`src/hw/rtl/tmie_pkg.sv`:
```
// Shared types and constants of the tape-machine instruction executor.
// No dependencies; every other file of the block but tmie_checker imports this package.
package tmie_pkg;

  // Tape and loop stack geometry
  localparam int unsigned TAPE_CELLS  = 32768;
  localparam int unsigned LOOP_DEPTH  = 1024;
  localparam int unsigned HEAD_W      = $clog2(TAPE_CELLS);
  localparam int unsigned TOP_W       = $clog2(LOOP_DEPTH + 1);
  localparam int unsigned SADDR_W     = (LOOP_DEPTH > 1) ? $clog2(LOOP_DEPTH) : 1;

  // Skip nesting counter
  localparam int unsigned SKIP_W      = 11;
  localparam logic [SKIP_W-1:0] SKIP_MAX = 11'd2047;

  // Field widths
  localparam int unsigned CELL_W      = 8;
  localparam int unsigned IDX_W       = 16;
  localparam int unsigned VAL_W       = 32;
  localparam logic [CELL_W-1:0] CELL_MAX_RST = 8'd127;

  // Queue between front and back
  localparam int unsigned QUEUE_DEPTH = 2;
  localparam int unsigned QPTR_W      = (QUEUE_DEPTH > 1) ? $clog2(QUEUE_DEPTH) : 1;
  localparam int unsigned QCNT_W      = $clog2(QUEUE_DEPTH + 1);

  // Classified operation; unused action codes become a no-op
  typedef enum logic [3:0] {
    OP_LEFT       = 4'd0,
    OP_RIGHT      = 4'd1,
    OP_INC        = 4'd2,
    OP_DEC        = 4'd3,
    OP_OUTPUT     = 4'd4,
    OP_INPUT      = 4'd5,
    OP_LOOP_START = 4'd6,
    OP_LOOP_END   = 4'd7,
    OP_BANANA     = 4'd8,
    OP_NOP        = 4'd9
  } op_e;

  typedef enum logic [1:0] {
    STAT_OK        = 2'd0,
    STAT_OVERFLOW  = 2'd1,
    STAT_UNDERFLOW = 2'd2
  } status_e;

  // One queued instruction: operation, position and clamped input value
  typedef struct packed {
    op_e                op;
    logic [IDX_W-1:0]   idx;
    logic [CELL_W-1:0]  val;
  } item_t;

  // Status from back part to front part
  typedef struct packed {
    logic               clearing;
    logic [CELL_W-1:0]  cell_max;
  } back_stat_t;

endpackage

```
`src/hw/rtl/tmie_queue.sv`:
```
// Short queue of classified instructions between front and back parts.
// Depends on tmie_pkg for the item type and depth.
module tmie_queue (
  input  logic             clk_i,
  input  logic             rst_ni,
  input  logic             push_i,
  output logic             ready_o,
  input  tmie_pkg::item_t  item_i,
  output logic             valid_o,
  input  logic             pop_i,
  output tmie_pkg::item_t  item_o
);
  import tmie_pkg::*;

  item_t             mem_q [QUEUE_DEPTH];
  logic [QPTR_W-1:0] wr_ptr_q, wr_ptr_d;
  logic [QPTR_W-1:0] rd_ptr_q, rd_ptr_d;
  logic [QCNT_W-1:0] cnt_q, cnt_d;
  logic              do_push, do_pop;

  assign ready_o = (cnt_q != QCNT_W'(QUEUE_DEPTH));
  assign valid_o = (cnt_q != '0);
  assign do_push = push_i && ready_o;
  assign do_pop  = pop_i && valid_o;
  assign item_o  = mem_q[rd_ptr_q];

  // Pointer and fill count update
  always_comb begin
    wr_ptr_d = wr_ptr_q;
    rd_ptr_d = rd_ptr_q;
    cnt_d    = cnt_q;
    if (do_push) begin
      wr_ptr_d = (wr_ptr_q == QPTR_W'(QUEUE_DEPTH - 1)) ? '0 : wr_ptr_q + QPTR_W'(1);
    end
    if (do_pop) begin
      rd_ptr_d = (rd_ptr_q == QPTR_W'(QUEUE_DEPTH - 1)) ? '0 : rd_ptr_q + QPTR_W'(1);
    end
    if (do_push && !do_pop) begin
      cnt_d = cnt_q + QCNT_W'(1);
    end else if (do_pop && !do_push) begin
      cnt_d = cnt_q - QCNT_W'(1);
    end
  end

  always_ff @(posedge clk_i or negedge rst_ni) begin
    if (!rst_ni) begin
      wr_ptr_q <= '0;
      rd_ptr_q <= '0;
      cnt_q    <= '0;
    end else begin
      wr_ptr_q <= wr_ptr_d;
      rd_ptr_q <= rd_ptr_d;
      cnt_q    <= cnt_d;
    end
  end

  // Entry storage
  always_ff @(posedge clk_i) begin
    if (do_push) begin
      mem_q[wr_ptr_q] <= item_i;
    end
  end

endmodule

```
`config.mk`:
```
export PLATFORM = sky130hd
export DESIGN_NAME = tmie_queue
export DESIGN_NICKNAME = d
export VERILOG_FILES = /design/src/hw/rtl/tmie_pkg.sv /design/src/hw/rtl/tmie_queue.sv
export SDC_FILE = /design/constraint.sdc
export NUM_CORES = 1
export LEC_CHECK = 0
export BUFFER_PORTS_ARGS = -buffer_cell sky130_fd_sc_hd__buf_4
export CORE_MARGIN = 2
export CORE_UTILIZATION = 42
export CTS_CLUSTER_DIAMETER = 60
export CTS_CLUSTER_SIZE = 10
export DETAILED_ROUTE_END_ITERATION = 16
export PLACE_DENSITY = 0.7
export SYNTH_ARGS = -nofsm -noshare
export SYNTH_HDL_FRONTEND = slang
export SYNTH_SLANG_ARGS = --single-unit
```
`constraint.sdc`:
```
create_clock -name clk_i -period 2.31 [get_ports clk_i]
set_input_delay 0.3465 -clock clk_i [delete_from_list [all_inputs] [get_ports clk_i]]
set_output_delay 0.3465 -clock clk_i [all_outputs]
set_load 0.02 [all_outputs]
```
==> impl_metrics.tcl <==
set metrics [dict create \
    cp_top_family "flip-flops" \
    worstSetupPathType "register to output pin" \
    hold_viol 0 \
    cts_tree "yes" \
    ys_top_cells_by_count "56 x edfxtp_1, 18 x mux2_2, 10 x mux2_4" \
    ys_seq_elements 60 \
    yosysTopAreaCellShare_pct 74.3 \
    synth_warnings 0 \
    dieArea_um2 5990 \
    skew_ps 4.76 \
    grt_max_degree 29 \
    post-synth-top-count-cell "edfxtp_1" \
    syn_inst 105 \
    ant_nets 0 \
    yosys_most_used_dff "edfxtp_1" \
    dr.pass1.iters 4 \
    ios 62 \
    cts_resized 0 \
    wl_per_cell_um 14.9 \
    start_util_pct 44.0 \
    h-tree-depth 3 \
    num_rows 26 \
    clock_path_buffers 2 \
    core_area_um2 5140 \
    drive_gt1_share_pct 57.4 \
    diodes 0 \
    p_per_area_nw_per_um2 1290 \
    yosys.cell_types.count 16 \
    grt_pass1_wl_mm 5.70 \
    yosysSeqAreaShare_pct 78.8 \
    timing.critical_path.cells "buf_12, mux2_2, buf_4" \
    fp.dieW_um 77.4 \
    setup_violations 0 \
    hold_class "input pin to register" \
    remaining_drc_errors 0 \
    root_buffer "clkbuf_8" \
    total_power_mw 3.85 \
    max_stage_delay_ps 560 \
    synth_area_um2 2260 \
    finalCriticalPeriod_ps 2000 \
    crit_arrival_ps 1660 \
    tightest_slew_ps 504 \
    nNetsFinal 211 \
    drv_slew 0 \
    irDropWorstVdd_v 0.000705 \
    fmax_mhz 499 \
    vias_per_cell 4.66 \
    gr-total-overflow 0 \
    drv_cap 0 \
    crit_fanout 22 \
    port_buffers 61 \
    critPathBufInv 2 \
    path_clk_slew_ps 60 \
    grt_usage_pct 13.1 \
    cp-start-kind "register" \
    finalCritPeriodShare_pct 86.7 \
    route.vias.total 1178 \
    syn_nets 138 \
    die_y_um 77.4 \
    fillers 400 \
    status "finished clean" \
    required_ps 1960 \
    synthArstFlopShare_pct 6.67 \
    grt_pass1_vias 1194 \
    synth_area_leader_cell "edfxtp_1" \
    hpwl_mm 2.52 \
    antenna_found_initial 0 \
    totalWireLength_mm 3.77 \
    end_kind "output pin" \
    ys_top_cells_by_area "edfxtp_1 74%, mux2_2 9.0%, mux2_4 6.6%" \
    synth_edf_count 56 \
    area_delta_synth_final_pct 32.5 \
    slew_headroom_pct 66.4 \
    worst_path_max_delay_cell "dfrtp_1" \
    gp_congestion 0.722 \
    clkLatencyLatePin_ps 320 \
    tns_ps 0 \
    synth_area_per_cell_um2 21.5 \
    numCtsBuffers 9 \
    p_leak_nw 1.17 \
    drt_iter0_markers 60 \
    rsz0062_at_grt "false" \
    cts.sinks 60 \
]
-- layout by cell type, fill, tap and decap left out, drive strengths merged --
master	netlist	routed
nor2	2	2
and3	1	1
xor2	2	2
nand2b	1	1
dlygate4sd3	0	1
clkbuf	0	13
xnor2	3	3
buf	3	64
inv	1	1
ha	1	1
or2	1	1
mux2	28	28
clkinv	0	3
nand2	2	2
dfrtp	4	4
edfxtp	56	56
-- worst register-to-register path: cells and delay by family, from the launching register on --
family	cells	cell delay, ps
flip-flops	1	410
AND/OR/NAND/NOR	3	710
buffers and inverters	1	250
-- final timing paths --
kind	startpoint	endpoint	slack, ps	cells after the start
max	rd_ptr_q	item_o[2]	310	3
min	item_i[15]	mem_q[1][15]	210	1
max reg2reg	cnt_q[0]	mem_q[0][6]	650	4
min reg2reg	cnt_q[1]	cnt_q[1]	510	1
max in group asynchronous	rst_ni	rd_ptr_q	1860	2
min in group asynchronous	rst_ni	cnt_q[1]	350	2
-- cell type report --
| type | instances | area [um2] | area share, % |
|---|---|---|---|
| Tap cell | 70 | 87.6 | 2.92 |
| Multi-Input combinational cell | 41 | 445 | 14.9 |
| Inverter | 1 | 3.75 | 0.125 |
| Clock buffer | 13 | 149 | 4.97 |
| Sequential cell | 60 | 1780 | 59.5 |
| Timing Repair Buffer | 65 | 515 | 17.2 |
| Clock inverter | 3 | 13.8 | 0.459 |
-- power breakdown --
group	internal, mW	switching, mW	total, mW
registers	1.49	0.102	1.60
clock network	0.412	0.358	0.770
logic	0.726	0.759	1.49
total	2.63	1.22	3.85
-- cell families after synthesis --
family	count (synthesis)	synth area share, %
flops	60	78.8
mux	28	15.6
fa+ha+maj	1	0.553
buf+inv	4	1.66
simple gates	7	1.49
xor+xnor	5	1.94
-- metal layers --
layer / routed length (um) / part of all wire [%] / GRT usage (%) / up-vias
met1: 1580 / 42 / 14.8 / 569
li1: - / - / - / 554
met2: 1830 / 48 / 21.3 / 50
met3: 322 / 8.5 / 6.40 / 5
met5: 0 / 0 / 0 / -
met4: 46 / 1.2 / 5.36 / 0
-- registers in the layout (all words and copies together) (netlist names) --
register / cells
wr_ptr_q: 1
cnt_q: 2
mem_q: 56
rd_ptr_q: 1
-- per-stage QoR --
stage                     cells  utilization, %  cell area [um2]  hold slack [ps]  setup slack, ps
after global placement      236            54.9             2820              145              656
final                       253            58.3             3000              207              308
after detailed placement    236            54.9             2820              148              627
after global routing        253            58.3             3000              184              205
after CTS                   253            58.3             3000              193              268
after floorplan             105               -             2260             50.9              364
-- what timing repair did --
item                                    in CTS  in global routing
hold buffers                                 1                  0
hold endpoints to repair                     4                  0
endpoints found under the setup margin       0                  0
setup buffers                                0                  0
Note: power is estimated with default switching activity, not from simulation.
