===== src/hw/rtl/tmie_pkg.sv =====
// Shared types and constants of the tape-machine instruction executor.
// No dependencies; every other file of the block but tmie_checker imports this package.
package tmie_pkg;

  // Tape and loop stack geometry
  localparam int unsigned TAPE_CELLS  = 32768;
  localparam int unsigned LOOP_DEPTH  = 1024;
  localparam int unsigned HEAD_W      = $clog2(TAPE_CELLS);
  localparam int unsigned TOP_W       = $clog2(LOOP_DEPTH + 1);
  localparam int unsigned SADDR_W     = (LOOP_DEPTH > 1) ? $clog2(LOOP_DEPTH) : 1;

  // Skip nesting counter
  localparam int unsigned SKIP_W      = 11;
  localparam logic [SKIP_W-1:0] SKIP_MAX = 11'd2047;

  // Field widths
  localparam int unsigned CELL_W      = 8;
  localparam int unsigned IDX_W       = 16;
  localparam int unsigned VAL_W       = 32;
  localparam logic [CELL_W-1:0] CELL_MAX_RST = 8'd127;

  // Queue between front and back
  localparam int unsigned QUEUE_DEPTH = 2;
  localparam int unsigned QPTR_W      = (QUEUE_DEPTH > 1) ? $clog2(QUEUE_DEPTH) : 1;
  localparam int unsigned QCNT_W      = $clog2(QUEUE_DEPTH + 1);

  // Classified operation; unused action codes become a no-op
  typedef enum logic [3:0] {
    OP_LEFT       = 4'd0,
    OP_RIGHT      = 4'd1,
    OP_INC        = 4'd2,
    OP_DEC        = 4'd3,
    OP_OUTPUT     = 4'd4,
    OP_INPUT      = 4'd5,
    OP_LOOP_START = 4'd6,
    OP_LOOP_END   = 4'd7,
    OP_BANANA     = 4'd8,
    OP_NOP        = 4'd9
  } op_e;

  typedef enum logic [1:0] {
    STAT_OK        = 2'd0,
    STAT_OVERFLOW  = 2'd1,
    STAT_UNDERFLOW = 2'd2
  } status_e;

  // One queued instruction: operation, position and clamped input value
  typedef struct packed {
    op_e                op;
    logic [IDX_W-1:0]   idx;
    logic [CELL_W-1:0]  val;
  } item_t;

  // Status from back part to front part
  typedef struct packed {
    logic               clearing;
    logic [CELL_W-1:0]  cell_max;
  } back_stat_t;

endpackage


===== src/hw/rtl/tmie_front.sv =====
// Front part: accepts instruction beats, classifies the action and clamps
// the input value to the cell range. Depends on tmie_pkg.
module tmie_front (
  input  logic                      in_valid_i,
  output logic                      in_ready_o,
  input  logic [3:0]                action_i,
  input  logic [15:0]               instr_index_i,
  input  logic signed [31:0]        in_value_i,
  input  tmie_pkg::back_stat_t      stat_i,
  input  logic                      q_ready_i,
  output logic                      q_push_o,
  output tmie_pkg::item_t           q_item_o
);
  import tmie_pkg::*;

  logic [VAL_W-1:0]  raw;
  logic [CELL_W-1:0] clamped;
  op_e               op;

  assign raw = in_value_i;

  // Clamp to 0..cell_max
  always_comb begin
    if (raw[VAL_W-1]) begin
      clamped = '0;
    end else if (raw > {{(VAL_W-CELL_W){1'b0}}, stat_i.cell_max}) begin
      clamped = stat_i.cell_max;
    end else begin
      clamped = raw[CELL_W-1:0];
    end
  end

  // Classify action, codes past banana are no-ops
  always_comb begin
    if (action_i inside {[4'd0:4'd8]}) begin
      op = op_e'(action_i);
    end else begin
      op = OP_NOP;
    end
  end

  // No beat is taken while the tape is being cleared
  assign in_ready_o  = q_ready_i && !stat_i.clearing;
  assign q_push_o    = in_valid_i && in_ready_o;
  assign q_item_o.op  = op;
  assign q_item_o.idx = instr_index_i;
  assign q_item_o.val = clamped;

endmodule


===== config.mk =====
export PLATFORM = sky130hd
export DESIGN_NAME = tmie_front
export DESIGN_NICKNAME = d
export VERILOG_FILES = /design/src/hw/rtl/tmie_pkg.sv /design/src/hw/rtl/tmie_front.sv
export SDC_FILE = /design/constraint.sdc
export NUM_CORES = 1
export LEC_CHECK = 0
export ABC_AREA = 1
export BUFFER_PORTS_ARGS = -buffer_cell sky130_fd_sc_hd__buf_4
export CORE_MARGIN = 5
export CORE_UTILIZATION = 31
export DETAILED_ROUTE_END_ITERATION = 10
export PLACE_DENSITY = 0.81
export SLEW_MARGIN = 0
export SYNTH_ARGS = -nofsm -noshare
export SYNTH_HDL_FRONTEND = slang
export SYNTH_SLANG_ARGS = --single-unit

===== constraint.sdc =====
create_clock -name vclk -period 1.2
set_input_delay 0.06 -clock vclk [all_inputs]
set_output_delay 0.06 -clock vclk [all_outputs]
set_load 0.005 [all_outputs]

==> results of run 1 <==
[layout by cell type, fill, tap and decap left out, types with 2 or more instances in the layout]
cell type / synthesis / final
nor2_1: 31 / 27
buf_6: 0 / 11
a21oi_2: 0 / 2
inv_2: 2 / 5
nand3_1: 8 / 2
nand3_2: 0 / 6
nor2_4: 1 / 5
inv_4: 0 / 5
inv_1: 28 / 20
buf_4: 16 / 60
nand2_1: 32 / 22
nand2_4: 1 / 3
ha_4: 0 / 8
nand2_2: 2 / 9
[final timing paths]
check | from | to | slack [ns] | cells past startpoint
setup / recovery | in_value_i[7] | q_item_o[2] | -0.22 | 12
hold / removal | instr_index_i[11] | q_item_o[19] | 0.12 | 0
[through the flow]
stage | util (%) | power (uW)
after global placement | 51.1 | 298
after detailed placement | 51.1 | 303
after global routing | 64.7 | 463
after CTS | 60.4 | 374
after floorplan | - | 158
final | 64.7 | 425
[cell usage after synthesis]
cell type	instances	area share (%)
nor2_2	1	0.84
nand2_1	32	16
nand4_4	1	2.9
nand3_4	1	2.4
buf_4	16	16
a21o_1	1	1.0
nand2_2	2	1.7
and2_1	1	0.84
nor2_8	1	2.7
nand3_1	8	5.4
inv_1	28	14
nor2_4	1	1.5
inv_2	2	1.0
ha_1	8	13
a21oi_1	2	1.3
clkbuf_1	1	0.50
nor3b_1	1	1.0
nand2_4	1	1.5
nor2_1	31	16
[power by group through the flow]
stage	sequential, uW	clock, uW	combinational, uW
2_1_floorplan	0	0	158
3_3_place_gp	0	0	298
3_5_place_dp	0	0	303
4_1_cts	0	0	374
5_1_grt	0	0	463
6_report	0	0	425
[per-layer routing]
metal	track usage [%]	wire length, um	vias up
met5	0	0	-
met1	12.5	839	444
met3	1.74	226	4
li1	-	-	503
met2	25.6	1380	33
met4	0.971	24	0
[kinds of logic after synthesis]
| logic type | Yosys count | synth area share, % |
|---|---|---|
| fa+ha+maj | 8 | 13.4 |
| buf+inv | 47 | 31.8 |
| compound gates | 3 | 2.35 |
| simple gates | 81 | 52.4 |
[repair_timing]
item,CTS,global route
gates resized for setup,43,19
setup buffers,3,2
pin swaps,25,24
endpoints found under the setup margin,8,8
[cell type report]
type	count	area, um2
fill	217	796
multi-input combinational	92	724
timing repair buffer	71	574
inverter	30	125
tap	28	35.0
==> flow_summary_export.csv, run 1 <==
group,metric,value,unit
route,drcViolationCount,0,
route,drt_wl_total,2470,um
route,first_pass_iters,4,
synthesis,synth_cells,139,
finish,fin_nets,266,
route,ant_nets,0,
finish,n_antenna_cell,0,
finish,regArea,0,um2
setup_path,cpMostUsedCell,"nand2_2",
setup_path,critical_path_required,1.14,ns
cts,hold_buffers,0,
worst_hold_path,min_path_type,"primary input to primary output",
power_and_ir_drop,p_int,254,uW
setup_path,worstSetupPathType,"primary input to primary output",
finish,drive_gt1_share,61.7,%
placed_design,placed_cells,216,
grt,grt_pass1_vias,911,
power_and_ir_drop,p_clk_share,0,%
finish,fin_cells,221,
placed_design,portBuffers,61,
sta,clock.fmax,0.707,GHz
power_and_ir_drop,power.density,291,nW/um2
grt,antenna_found_initial,0,
setup_path,crit_chain,"buf_6 -> ha_4 -> nand2_4 -> nor2_4 -> buf_4 -> nand2_2 -> nand2_2 -> nand2_2 -> nand2_4 -> nor2_1 -> nor2_1 -> buf_4",
sta,slew_viol_final,0,
power_and_ir_drop,p_comb_share,100.0,%
synthesis,avgSynthCellArea,5.36,um2
floorplan,rows,17,
route,vias,984,
synthesis,ys_seq_area_share,0,%
setup_path,crit_slowest_cell,"ha_4",
sta,rsz0062_at_grt,"yes",
power_and_ir_drop,power.share.sequential,0,%
route,via_per_inst,4.45,
finish,syn_to_final_growth,96.0,%
power_and_ir_drop,swShare,40.3,%
grt,grt_max_degree,9,
finish,nFlopsAndLatches,0,
job,cap_viol_max_count,0,
synthesis,synthesis.area,744,um2
grt,grt_pass1_wl,3530,um
grt,grt_usage,12.0,%
power_and_ir_drop,ir_worst_vdd,0.166,mV
placed_design,dp_slack,-0.342,ns
synthesis,ys_warn_count,0,
outcome,violations,"negative setup slack",
sta,finalCritPeriodShare,118,%
placed_design,routabilityCongestion,0.733,
sta,tns,-1.60,ns
route,first_iter_violations,17,
floorplan,core_area,2250,um2
outcome,outcome,"finished, violations left",
floorplan,chipHeight,59.0,um
setup_path,worst-path-buf-inv,3,
power_and_ir_drop,p_switching,171,uW
finish,clkbuf_count,0,
placed_design,place_area,1150,um2
synthesis,synth_cell_types,19,
setup_path,end_kind,"primary output",
floorplan,initial_utilization,33.0,%
sta,tightest_slew,0.214,ns
grt,grt.overflow.total,0,
sta,hold_viol_final,0,
power_and_ir_drop,leakagePower,0.000841,uW
sta,setup_viol,8,
setup_path,cp_max_fo,8,
setup_path,critPathLaunchType,"primary input",
sta,holdWs,0.120,ns
route,wl_per_cell,11.2,um
setup_path,slowest_delay,0.28,ns
finish,final_area,1460,um2
placed_design,dp_hpwl,1830,um
floorplan,fp.dieW,59.0,um
synthesis,synthesis.nets,210,
floorplan,dieArea,3480,um2
sta,max_slew_margin,85.7,%
sta,fin_ws,-0.215,ns
setup_path,path_delay_family,"simple AND/OR/NAND/NOR gates",
floorplan,pin_count,93,
setup_path,worst_ep_arrival_time,1.36,ns
sta,finalCriticalPeriod,1.42,ns
(Power assumes the default switching activity.)
==> inputs of run 2 (changes only) <==
--- a/config.mk
+++ b/config.mk
@@ -10,8 +10,10 @@
 export CORE_MARGIN = 5
 export CORE_UTILIZATION = 31
 export DETAILED_ROUTE_END_ITERATION = 10
+export MAX_ROUTING_LAYER = met4
 export PLACE_DENSITY = 0.81
 export SLEW_MARGIN = 0
 export SYNTH_ARGS = -nofsm -noshare
 export SYNTH_HDL_FRONTEND = slang
 export SYNTH_SLANG_ARGS = --single-unit
+export TNS_END_PERCENT = 100
==> flow_summary_export.csv, run 2 (synthesized netlist as in run 1, its figures left out) <==
group,metric,value,unit
outcome,violations,"negative setup slack",
grt,grt_usage,12.4,%
grt,antenna_found_initial,0,
finish,regArea,0,um2
finish,final_area,1460,um2
power_and_ir_drop,ir_worst_vdd,0.164,mV
grt,grt_pass1_vias,911,
route,ant_nets,0,
floorplan,initial_utilization,33.0,%
setup_path,crit_chain,"buf_6 -> ha_4 -> nand2_4 -> nor2_4 -> nand2_2 -> nor2_4 -> buf_6 -> nand2_8 -> nand3_2 -> nand2_1 -> nor2_1 -> buf_4",
setup_path,path_delay_family,"simple AND/OR/NAND/NOR gates",
setup_path,end_kind,"primary output",
route,via_per_inst,4.37,
placed_design,dp_hpwl,1830,um
finish,final_common_cell,"buf_4",
power_and_ir_drop,leakagePower,0.000838,uW
sta,slew_viol_final,0,
sta,finalCritPeriodShare,118,%
finish,fin_util,64.6,%
setup_path,cp_max_fo,8,
finish,nFlopsAndLatches,0,
route,drt_wl_total,2420,um
grt,grt.overflow.total,0,
finish,fin_cells,221,
setup_path,worstSetupPathType,"primary input to primary output",
route,wl_per_cell,10.9,um
sta,setup_viol,8,
worst_hold_path,min_path_type,"primary input to primary output",
route,vias,966,
sta,holdWs,0.120,ns
grt,grt_pass1_wl,3530,um
route,first_pass_iters,4,
sta,finalCriticalPeriod,1.42,ns
sta,tns,-1.59,ns
power_and_ir_drop,power.density,290,nW/um2
grt,grt_max_degree,9,
floorplan,rows,17,
job,cap_viol_max_count,0,
finish,final_cell_mix,"60 x buf_4, 26 x nor2_1, 24 x nand2_1, 20 x inv_1, 11 x buf_6",
placed_design,place_area,1150,um2
finish,n_antenna_cell,0,
sta,hold_viol_final,0,
setup_path,crit_slowest_cell,"ha_4",
finish,fill_cells,217,
finish,clkbuf_count,0,
placed_design,portBuffers,61,
floorplan,dieArea,3480,um2
setup_path,slowest_delay,0.28,ns
sta,fin_ws,-0.216,ns
finish,syn_to_final_growth,95.6,%
finish,fin_nets,266,
floorplan,pin_count,93,
floorplan,chipHeight,59.0,um
cts,hold_buffers,0,
sta,max_slew_margin,86.3,%
floorplan,fp.dieW,59.0,um
sta,tightest_slew,0.205,ns
outcome,outcome,"finished, violations left",
setup_path,worst_ep_arrival_time,1.36,ns
setup_path,critical_path_required,1.14,ns
route,first_iter_violations,18,
finish,drive_gt1_share,61.1,%
sta,clock.fmax,0.706,GHz
placed_design,placed_cells,216,
route,drcViolationCount,0,
setup_path,worst-path-buf-inv,3,
floorplan,core_area,2250,um2
sta,rsz0062_at_grt,"yes",
setup_path,critPathLaunchType,"primary input",
placed_design,routabilityCongestion,0.742,
[run 2: cell counts in the layout (fill, tap and decap cells not counted)]
Identical to the previous run, type by type.
[run 2: repair_timing]
item / in CTS / in global routing
setup endpoints to repair: 8 / 8
pin swaps: 25 / 20
resized for setup: 43 / 18
buffers inserted: 3 / 2
[run 2: worst paths after layout]
kind	end	cells after the start	slack, ns	startpoint
max	q_item_o[2]	12	-0.22	in_value_i[7]
min	q_item_o[19]	0	0.12	instr_index_i[11]
[run 2: layout make-up]
class / instances / area, um2 / area share [%]
Timing Repair Buffer: 71 / 574 / 39.4
Inverter: 30 / 125 / 8.59
Tap cell: 28 / 35.0 / 2.41
Multi-Input combinational cell: 92 / 722 / 49.6
[run 2: routing by layer]
| layer | vias up | part of all wire (%) | global-route usage, % |
|---|---|---|---|
| met4 | 0 | 0.99 | 0.971 |
| met2 | 35 | 55 | 25.6 |
| met3 | 4 | 9.2 | 1.53 |
| met1 | 424 | 35 | 12.6 |
| met5 | - | 0 | - |
| li1 | 503 | - | - |
[run 2: power breakdown]
part | switching, uW | internal [uW]
Clock | 0 | 0
Sequential | 0 | 0
Combinational | 170 | 253
Total | 170 | 253
[run 2: stage by stage]
| step | setup slack (ns) | total power, uW |
|---|---|---|
| after floorplan | 0.0117 | 158 |
| after global placement | -0.303 | 298 |
| after detailed placement | -0.342 | 303 |
| after CTS | -0.164 | 374 |
| after global routing | -0.304 | 461 |
| final | -0.216 | 423 |
==> inputs of run 3 (changes only) <==
--- a/config.mk
+++ b/config.mk
@@ -10,7 +10,7 @@
 export CORE_MARGIN = 5
 export CORE_UTILIZATION = 31
 export DETAILED_ROUTE_END_ITERATION = 10
-export MAX_ROUTING_LAYER = met4
+export GPL_TIMING_DRIVEN = 0
 export PLACE_DENSITY = 0.81
 export SLEW_MARGIN = 0
 export SYNTH_ARGS = -nofsm -noshare
==> flow_summary_export.csv, run 3 (synthesized netlist as in run 1, its figures left out) <==
group,metric,value,unit
sta,rsz0062_at_grt,"yes",
worst_hold_path,min_path_type,"primary input to primary output",
sta,slew_viol_final,0,
placed_design,placed_cells,244,
sta,max_slew_margin,87.3,%
floorplan,dieArea,3480,um2
route,ant_nets,0,
grt,grt_pass1_vias,1089,
finish,syn_to_final_growth,130,%
route,drcViolationCount,0,
floorplan,initial_utilization,33.0,%
route,via_per_inst,4.43,
finish,multi_input_area,763,um2
sta,holdWs,0.286,ns
setup_path,critPathLaunchType,"primary input",
grt,antenna_found_initial,0,
outcome,outcome,"finished, violations left",
grt,grt_usage,14.2,%
sta,tns,-1.73,ns
sta,setup_viol,8,
route,first_iter_violations,13,
worst_hold_path,worstHoldStart,"instr_index_i[3]",
placed_design,routabilityCongestion,0.773,
floorplan,pin_count,93,
grt,grt_max_degree,10,
route,wl_per_cell,12.8,um
floorplan,rows,17,
finish,clkbuf_count,0,
route,first_pass_iters,4,
outcome,violations,"negative setup slack",
placed_design,portBuffers,77,
power_and_ir_drop,ir_worst_vdd,0.185,mV
finish,fill_cells,176,
finish,n_antenna_cell,0,
sta,hold_viol_final,0,
sta,clock.fmax,0.701,GHz
sta,fin_ws,-0.226,ns
finish,fin_util,76.0,%
setup_path,startpoint,"stat_i[7]",
cts,hold_buffers,0,
floorplan,core_area,2250,um2
power_and_ir_drop,leakagePower,0.000958,uW
finish,regArea,0,um2
setup_path,worstSetupPathType,"primary input to primary output",
finish,fin_nets,292,
placed_design,dp_hpwl,2070,um
grt,grt_pass1_wl,4140,um
power_and_ir_drop,power.density,299,nW/um2
finish,drive_gt1_share,68.9,%
finish,final_common_cell,"buf_4",
setup_path,critical_path_required,1.14,ns
worst_hold_path,hold_depth,2,
finish,fin_cells,247,
floorplan,fp.dieW,59.0,um
setup_path,worst_ep_arrival_time,1.37,ns
setup_path,cp_max_fo,8,
sta,finalCritPeriodShare,119,%
setup_path,end_kind,"primary output",
grt,grt.overflow.total,0,
finish,nFlopsAndLatches,0,
job,cap_viol_max_count,0,
route,drt_wl_total,3150,um
route,vias,1095,
sta,finalCriticalPeriod,1.43,ns
floorplan,chipHeight,59.0,um
sta,tightest_slew,0.189,ns
finish,final_cell_mix,"84 x buf_4, 22 x nor2_1, 21 x nand2_1, 19 x inv_1, 9 x buf_6",
run 3: cell types whose count changed in the layout (fill, tap and decap cells not counted), sizes merged:
cell	before	now
buf	71	96
clkbuf	0	1
run 3: layout make-up:
class | instances | share of cell area (%)
repair buffers | 80 | 38.6
inverters | 30 | 7.59
multi-input cells | 92 | 44.5
well taps | 28 | 2.04
plain buffers | 17 | 7.23
run 3: what timing repair did:
item | in CTS | in global routing
pin swaps | 26 | 11
cloned | 0 | 0
resized for setup | 51 | 26
endpoints found under the setup margin | 8 | 8
buffers inserted | 2 | 1
run 3: final timing paths:
| kind | to | slack (ns) |
|---|---|---|
| max | q_item_o[4] | -0.23 |
| min | q_item_o[11] | 0.29 |
run 3: metal layers:
layer | vias up | share of wire, % | wire length [um] | global-route usage (%)
li1 | 556 | - | - | -
met1 | 494 | 34 | 1060 | 13.9
met2 | 43 | 59 | 1870 | 30.4
met3 | 2 | 6.7 | 211 | 2.61
met4 | 0 | 0.44 | 14 | 1.94
met5 | - | 0 | 0 | 0
run 3: where the power goes:
group          internal (uW)  total (uW)  switching, uW
clock                      0           0              0
combinational            312         513            201
sequential                 0           0              0
total                    312         513            201
run 3: worst max-delay path, cell delays in order:
cell	delay, ns
buf_6	0.10
inv_4	0.06
ha_4	0.21
nand2_4	0.08
inv_2	0.04
nand2_1	0.07
nand2_2	0.07
nor2_4	0.12
nand2_2	0.10
nand2_4	0.10
nand2_8	0.10
nor2_1	0.10
nor2_1	0.05
buf_4	0.13
run 3: through the flow:
| stage | setup slack [ns] | area (um2) | total power, uW |
|---|---|---|---|
| 2_1_floorplan | 0.0117 | 744 | 158 |
| 3_3_place_gp | -0.352 | 1360 | 369 |
| 3_5_place_dp | -0.350 | 1360 | 374 |
| 4_1_cts | -0.169 | 1600 | 469 |
| 5_1_grt | -0.312 | 1710 | 557 |
| 6_report | -0.226 | 1710 | 513 |
